==> src/rtl/core/rgbh_pkg.sv <==
// Shared types and constants for the RGB to HSL converter.
// No dependencies; every other file of the block imports this package.
`timescale 1ns / 1ps

package rgbh_pkg;

  localparam int unsigned ChanW  = 8;    // one color channel
  localparam int unsigned LsumW  = 9;    // max + min
  localparam int unsigned QuoW   = 16;   // quotient bits, one per cell
  localparam int unsigned DivW   = 11;   // divisor, up to 6 * 255
  localparam int unsigned InW    = 24;   // s_axis_tdata width
  localparam int unsigned OutW   = 48;   // m_axis_tdata width

  localparam logic [LsumW-1:0] LsumHalf = 9'd255;
  localparam logic [LsumW-1:0] LsumFull = 9'd510;

  // One long division in flight: partial remainder, dividend bits still to
  // be brought down, quotient bits so far, divisor.
  typedef struct packed {
    logic [DivW-1:0] rem;
    logic [QuoW-1:0] low;
    logic [QuoW-1:0] quo;
    logic [DivW-1:0] dvsr;
  } div_t;

  // Payload handed from cell to cell.
  typedef struct packed {
    div_t             hue;
    div_t             sat;
    logic [LsumW-1:0] lsum;
  } pipe_t;

endpackage

==> src/rtl/core/rgb_to_hsl.sv <==
// Pipeline: front stage plus 16 divider cells, one quotient bit per cell.
// Throughput: one pixel per cycle while the output is not stalled; both
// divisions run side by side down the same chain of cells.
// Each cell holds its own request, so a stalled output lets bubbles close up.
// Reset (rst_ni low, asynchronous) empties every cell; payload is not reset.
// Top level of the RGB to HSL converter; depends on rgbh_pkg, rgbh_front
// and rgbh_div_cell.
`timescale 1ns / 1ps

module rgb_to_hsl (
  input  logic                       clk_i,
  input  logic                       rst_ni,
  // Pixel in
  input  logic                       s_axis_tvalid,
  output logic                       s_axis_tready,
  input  logic [rgbh_pkg::InW-1:0]   s_axis_tdata,   // red[7:0], green[15:8], blue[23:16]
  // HSL out
  output logic                       m_axis_tvalid,
  input  logic                       m_axis_tready,
  output logic [rgbh_pkg::OutW-1:0]  m_axis_tdata    // hue[15:0], saturation[31:16],
                                                     // lightness_sum[40:32], zero[47:41]
);
  import rgbh_pkg::*;

  // Handshake and payload along the chain: index 0 is the front stage output,
  // index QuoW the last cell, which doubles as the output register.
  logic  valid_c [QuoW+1];
  logic  ready_c [QuoW+1];
  pipe_t data_c  [QuoW+1];

  // Front: find max/min, form lightness, load both dividends and divisors.
  rgbh_front u_front (
    .clk_i   (clk_i),
    .rst_ni  (rst_ni),
    .valid_i (s_axis_tvalid),
    .ready_o (s_axis_tready),
    .red_i   (s_axis_tdata[7:0]),
    .green_i (s_axis_tdata[15:8]),
    .blue_i  (s_axis_tdata[23:16]),
    .valid_o (valid_c[0]),
    .ready_i (ready_c[0]),
    .data_o  (data_c[0])
  );

  // Divider chain: each cell brings down one dividend bit of hue and
  // saturation and emits one quotient bit, most significant first.
  for (genvar i = 0; i < QuoW; i++) begin : g_cell
    rgbh_div_cell u_cell (
      .clk_i   (clk_i),
      .rst_ni  (rst_ni),
      .valid_i (valid_c[i]),
      .ready_o (ready_c[i]),
      .data_i  (data_c[i]),
      .valid_o (valid_c[i+1]),
      .ready_i (ready_c[i+1]),
      .data_o  (data_c[i+1])
    );
  end

  // The last cell's register holds the result until the sink takes it.
  assign ready_c[QuoW] = m_axis_tready;
  assign m_axis_tvalid = valid_c[QuoW];
  assign m_axis_tdata  = {{(OutW - 2*QuoW - LsumW){1'b0}},
                          data_c[QuoW].lsum,
                          data_c[QuoW].sat.quo,
                          data_c[QuoW].hue.quo};

endmodule

==> src/rtl/core/rgbh_front.sv <==
// Front stage: max/min search, lightness and setup of both divisions.
// Depends on rgbh_pkg.
`timescale 1ns / 1ps

module rgbh_front (
  input  logic                        clk_i,
  input  logic                        rst_ni,
  input  logic                        valid_i,
  output logic                        ready_o,
  input  logic [rgbh_pkg::ChanW-1:0]  red_i,
  input  logic [rgbh_pkg::ChanW-1:0]  green_i,
  input  logic [rgbh_pkg::ChanW-1:0]  blue_i,
  output logic                        valid_o,
  input  logic                        ready_i,
  output rgbh_pkg::pipe_t             data_o
);
  import rgbh_pkg::*;

  logic [ChanW-1:0] mx, mn, d;
  logic [LsumW-1:0] sum;
  logic [ChanW-1:0] den;
  logic [DivW-1:0]  d_w, d6, n;
  logic [DivW-1:0]  r_w, g_w, b_w;
  logic             grey;
  pipe_t            data_d, data_q;
  logic             valid_q;

  always_comb begin
    mx = red_i;
    mn = red_i;
    if (green_i > mx) mx = green_i;
    if (blue_i > mx)  mx = blue_i;
    if (green_i < mn) mn = green_i;
    if (blue_i < mn)  mn = blue_i;

    d    = mx - mn;
    grey = (d == '0);
    sum  = {1'b0, mx} + {1'b0, mn};
    if (sum > LsumHalf) begin
      den = ChanW'(LsumFull - sum);
    end else begin
      den = ChanW'(sum);
    end

    d_w = {{(DivW-ChanW){1'b0}}, d};
    r_w = {{(DivW-ChanW){1'b0}}, red_i};
    g_w = {{(DivW-ChanW){1'b0}}, green_i};
    b_w = {{(DivW-ChanW){1'b0}}, blue_i};
    d6  = (d_w << 2) + (d_w << 1);

    // Sextant numerator; red wins ties, then green.
    if (mx == red_i) begin
      n = g_w - b_w + ((green_i < blue_i) ? d6 : '0);
    end else if (mx == green_i) begin
      n = b_w - r_w + (d_w << 1);
    end else begin
      n = r_w - g_w + (d_w << 2);
    end

    // Hue: dividend n * 2^16, so the high part is n and the low bits are zero.
    data_d.hue.rem  = grey ? '0 : n;
    data_d.hue.low  = '0;
    data_d.hue.quo  = '0;
    data_d.hue.dvsr = grey ? DivW'(1) : d6;

    // Saturation: dividend d * 65535 = (d - 1) * 2^16 + (2^16 - d).
    data_d.sat.rem  = grey ? '0 : d_w - DivW'(1);
    data_d.sat.low  = QuoW'(0) - {{(QuoW-ChanW){1'b0}}, d};
    data_d.sat.quo  = '0;
    data_d.sat.dvsr = grey ? DivW'(1) : {{(DivW-ChanW){1'b0}}, den};

    data_d.lsum = sum;
  end

  assign ready_o = !valid_q || ready_i;

  always_ff @(posedge clk_i or negedge rst_ni) begin
    if (!rst_ni) begin
      valid_q <= 1'b0;
    end else if (ready_o) begin
      valid_q <= valid_i;
    end
  end

  always_ff @(posedge clk_i) begin
    if (ready_o && valid_i) begin
      data_q <= data_d;
    end
  end

  assign valid_o = valid_q;
  assign data_o  = data_q;

endmodule

==> src/rtl/core/rgbh_div_cell.sv <==
// One cell of the divider chain: one restoring step of each division.
// Depends on rgbh_pkg.
`timescale 1ns / 1ps

module rgbh_div_cell (
  input  logic            clk_i,
  input  logic            rst_ni,
  input  logic            valid_i,
  output logic            ready_o,
  input  rgbh_pkg::pipe_t data_i,
  output logic            valid_o,
  input  logic            ready_i,
  output rgbh_pkg::pipe_t data_o
);
  import rgbh_pkg::*;

  function automatic div_t div_step(input div_t x);
    logic [DivW:0] trial;
    div_t          y;
    trial  = {x.rem, x.low[QuoW-1]};
    y      = x;
    y.low  = {x.low[QuoW-2:0], 1'b0};
    if (trial >= {1'b0, x.dvsr}) begin
      y.rem = DivW'(trial - {1'b0, x.dvsr});
      y.quo = {x.quo[QuoW-2:0], 1'b1};
    end else begin
      y.rem = trial[DivW-1:0];
      y.quo = {x.quo[QuoW-2:0], 1'b0};
    end
    return y;
  endfunction

  pipe_t data_d, data_q;
  logic  valid_q;

  always_comb begin
    data_d      = data_i;
    data_d.hue  = div_step(data_i.hue);
    data_d.sat  = div_step(data_i.sat);
  end

  // Advance when this cell is empty or its neighbor takes its request.
  assign ready_o = !valid_q || ready_i;

  always_ff @(posedge clk_i or negedge rst_ni) begin
    if (!rst_ni) begin
      valid_q <= 1'b0;
    end else if (ready_o) begin
      valid_q <= valid_i;
    end
  end

  always_ff @(posedge clk_i) begin
    if (ready_o && valid_i) begin
      data_q <= data_d;
    end
  end

  assign valid_o = valid_q;
  assign data_o  = data_q;

endmodule

==> config.mk <==
export PLATFORM = sky130hd
export DESIGN_NAME = rgb_to_hsl
export DESIGN_NICKNAME = d
export VERILOG_FILES = /design/src/rtl/core/rgbh_pkg.sv /design/src/rtl/core/rgb_to_hsl.sv /design/src/rtl/core/rgbh_front.sv /design/src/rtl/core/rgbh_div_cell.sv
export SDC_FILE = /design/constraint.sdc
export NUM_CORES = 2
export LEC_CHECK = 0
export BUFFER_PORTS_ARGS = -buffer_cell sky130_fd_sc_hd__buf_2
export CAP_MARGIN = 30
export CORE_ASPECT_RATIO = 0.7
export CORE_UTILIZATION = 30
export CTS_CLUSTER_DIAMETER = 40
export DETAILED_ROUTE_END_ITERATION = 8
export SLEW_MARGIN = 20
export SYNTH_ARGS = -nofsm -noshare
export SYNTH_HDL_FRONTEND = slang
export SYNTH_SLANG_ARGS = --single-unit
==> constraint.sdc <==
create_clock -name clk_i -period 9.3 [get_ports clk_i]
set_input_delay 0.465 -clock clk_i [delete_from_list [all_inputs] [get_ports clk_i]]
set_output_delay 0.465 -clock clk_i [all_outputs]
set_load 0.005 [all_outputs]
==> qor.csv <==
metric,value,unit
num_rows,134,
drt_iter0_markers,2107,
cp.arrival,8600,ps
ys_seq_elements,1188,
hpwlAfterDp,79.4,mm
num_vias,34100,
register_area,35600,sq um
endpoint_kind,flip-flop,
numCtsBuffers,150,
grt_pass1_wl,176,mm
finalHoldViolCount,0,
fin_nets,5283,
leakagePower,25.9,nW
critical_path.slowest_cell,a21boi_0,
wire_per_inst,14.3,um
worst-setup-path-type,input port to flip-flop,
seq_area_frac_synth,61.3,%
start_util,30.3,%
layout-drive-gt1-share,9.64,%
cpPeakStageDelay,680,ps
multiInputGateArea,19600,sq um
synth_edf_count,1171,
ys_warn_count,0,
syn2layout_area_growth,14.5,%
globalRouteTotalUtil,11.0,%
gp_congestion,0.845,
max-slew-margin-rel,32.2,%
cts_tree,built,
num-fill-cells,18500,
antenna_found_initial,1,
ys_types,77,
grt_pass1_vias,34300,
grt_max_degree,73,
ys.flop_type,edfxtp_1,
post_drt_via_cell_ratio,4.53,
skew,28.6,ps
async_flop_share,1.43,%
rsz0062_at_grt,no,
cts_setup_buffers,0,
syn-cell-area,58100,sq um
worst_hold_path_type,input port to flip-flop,
port_buffers,70,
power.density,356,nW/um^2
layout_min_cycle_time,8020,ps
setup_viol,0,
wirelength,108,mm
clockBufferDepth,3,
cts-htree-levels,4,
dr.pass1.iters,7,
worst_pin_slew,1010,ps
die_area,195000,sq um
crit_fanout,19,
cts_sinks,1188,
max_freq,125,MHz
timing.max_cap.violations,0,
cp_data_required_time,9880,ps
dieWidth,528,um
fin_tns_setup,0,ps
post-route-drc-count,0,
die_h,370,um
ant_nets,0,
grt_overflow,0,
clkLatencyLatePin,760,ps
io_pins,78,
cpMostUsedCell,ha_1,
period_share,86.3,%
syn_avg_cell_area,12.4,sq um
power,23.7,mW
status,completed,
crit_path_start_kind,input port,
clockRootBuffer,clkbuf_16,
ir_worst_vdd,198,uV
syn-instance-count,4676,
core,191000,sq um
cts.clk_slew.worst_paths,60,ps
slew_viol_final,0,
## stage by stage
stage	instance area, sq um	hold slack [ps]	setup slack [ps]	utilization (%)	instances
finish	66500	118	1280	34.7	7532
global route	66500	155	487	34.7	7532
CTS	66400	34.7	1340	34.7	7528
detailed placement	61300	405	610	32.0	7250
global placement	61300	402	713	32.0	7247
floorplan	58100	169	1440	-	4683
## flip-flops by register name (all words and copies together), names as in the netlist
signal,flops
g_cell.u_cell.data_o,1115
u_front.data_o,56
g_cell.u_cell.valid_o,16
u_front.valid_o,1
## final timing paths
check,startpoint,to,slack [ps],depth (start not counted)
setup reg to reg,u_front.data_o[65]$_SDFFCE_PN0P_,g_cell[0].u_cell.data_o[111]$_DFFE_PP_,5690,11
min in group asynchronous,rst_ni,g_cell[4].u_cell.valid_o$_DFFE_PN0P_,180,2
hold reg to reg,g_cell[5].u_cell.data_o[20]$_DFFE_PP_,g_cell[6].u_cell.data_o[21]$_DFFE_PP_,400,0
max in group asynchronous,rst_ni,g_cell[15].u_cell.valid_o$_DFFE_PN0P_,8820,2
hold / removal,m_axis_tready,g_cell[14].u_cell.valid_o$_DFFE_PN0P_,120,4
setup / recovery,s_axis_tdata[10],u_front.data_o[116]$_SDFFCE_PN0P_,1280,30
## cells in the final DEF, fill, tap and decap left out, drive strengths merged, types with 106 or more instances in the layout
master	count
a21oi	267
buf	106
clkbuf	168
edfxtp	1171
ha	393
inv	649
nand2	209
nand3	129
nor2	338
o21ai	315
xnor2	109
## cells in the mapped netlist (all sizes together), types with 45 or more instances
cell type	number	share of area (%)
xor2	91	1.4
nand2b	61	0.66
nor3	53	0.47
inv	617	4.0
nor2b	94	1.0
mux2	69	1.3
edfxtp	1171	61
nor2	338	2.2
ha	393	8.5
nand2	209	1.4
buf	75	0.85
a21boi	84	1.1
nand4	70	0.75
a21o	55	0.71
nand3	129	1.1
o21ai	315	2.7
clkbuf	45	0.29
xnor2	109	1.7
o21a	46	0.59
a21oi	267	2.3
o31ai	61	0.80
## final cells by class
cell class	instances	area share (%)
sequential	1188	53.5
multi-input combinational	2758	29.5
clock buffer	168	5.87
tap	2584	4.86
inverter	617	3.48
clock inverter	108	1.79
timing repair buffer	108	0.982
antenna	1	0.00376
## power breakdown
part | switching (mW) | internal, mW | leakage (nW)
Clock | 2.32 | 3.48 | 2.46
Sequential | 0.707 | 8.20 | 11.5
Combinational | 5.14 | 3.81 | 11.9
Total | 8.17 | 15.5 | 25.9
## what timing repair did
item,CTS,global route
hold buffers,2,0
gates resized for setup,0,0
hold endpoints to repair,18,0
## cells by family (layout without fill, tap and decap cells)
logic type | count (synthesis) | count (layout) | share of synthesized area (%)
flip-flops | 1188 | 1188 | 61.3
AND/OR/NAND/NOR | 1089 | 1089 | 9.13
AO/OA/AOI/OAI | 935 | 935 | 9.77
buffers and inverters | 737 | 1001 | 5.13
adder cells (fa/ha/maj) | 435 | 435 | 9.87
XOR/XNOR | 201 | 201 | 3.09
multiplexers | 90 | 90 | 1.70
other | 1 | 9 | 0.00646
## worst max-delay path, delay by kind of cell
family / cells / cell delay [ps]
buffers and inverters: 3 / 420
XOR/XNOR: 2 / 560
AND/OR/NAND/NOR: 4 / 870
AO/OA/AOI/OAI: 16 / 4530
adder cells (fa/ha/maj): 5 / 1740
## metal layers
metal  vias up  global-route usage (%)  part of all wire [%]
met5         -                       0                     0
met4         0                    3.95                   2.5
met3       197                    1.98                   4.3
met2       617                    17.6                    45
met1     16200                    14.9                    49
li1      17100                       -                     -
No activity file was read; power rests on OpenSTA's default activity.
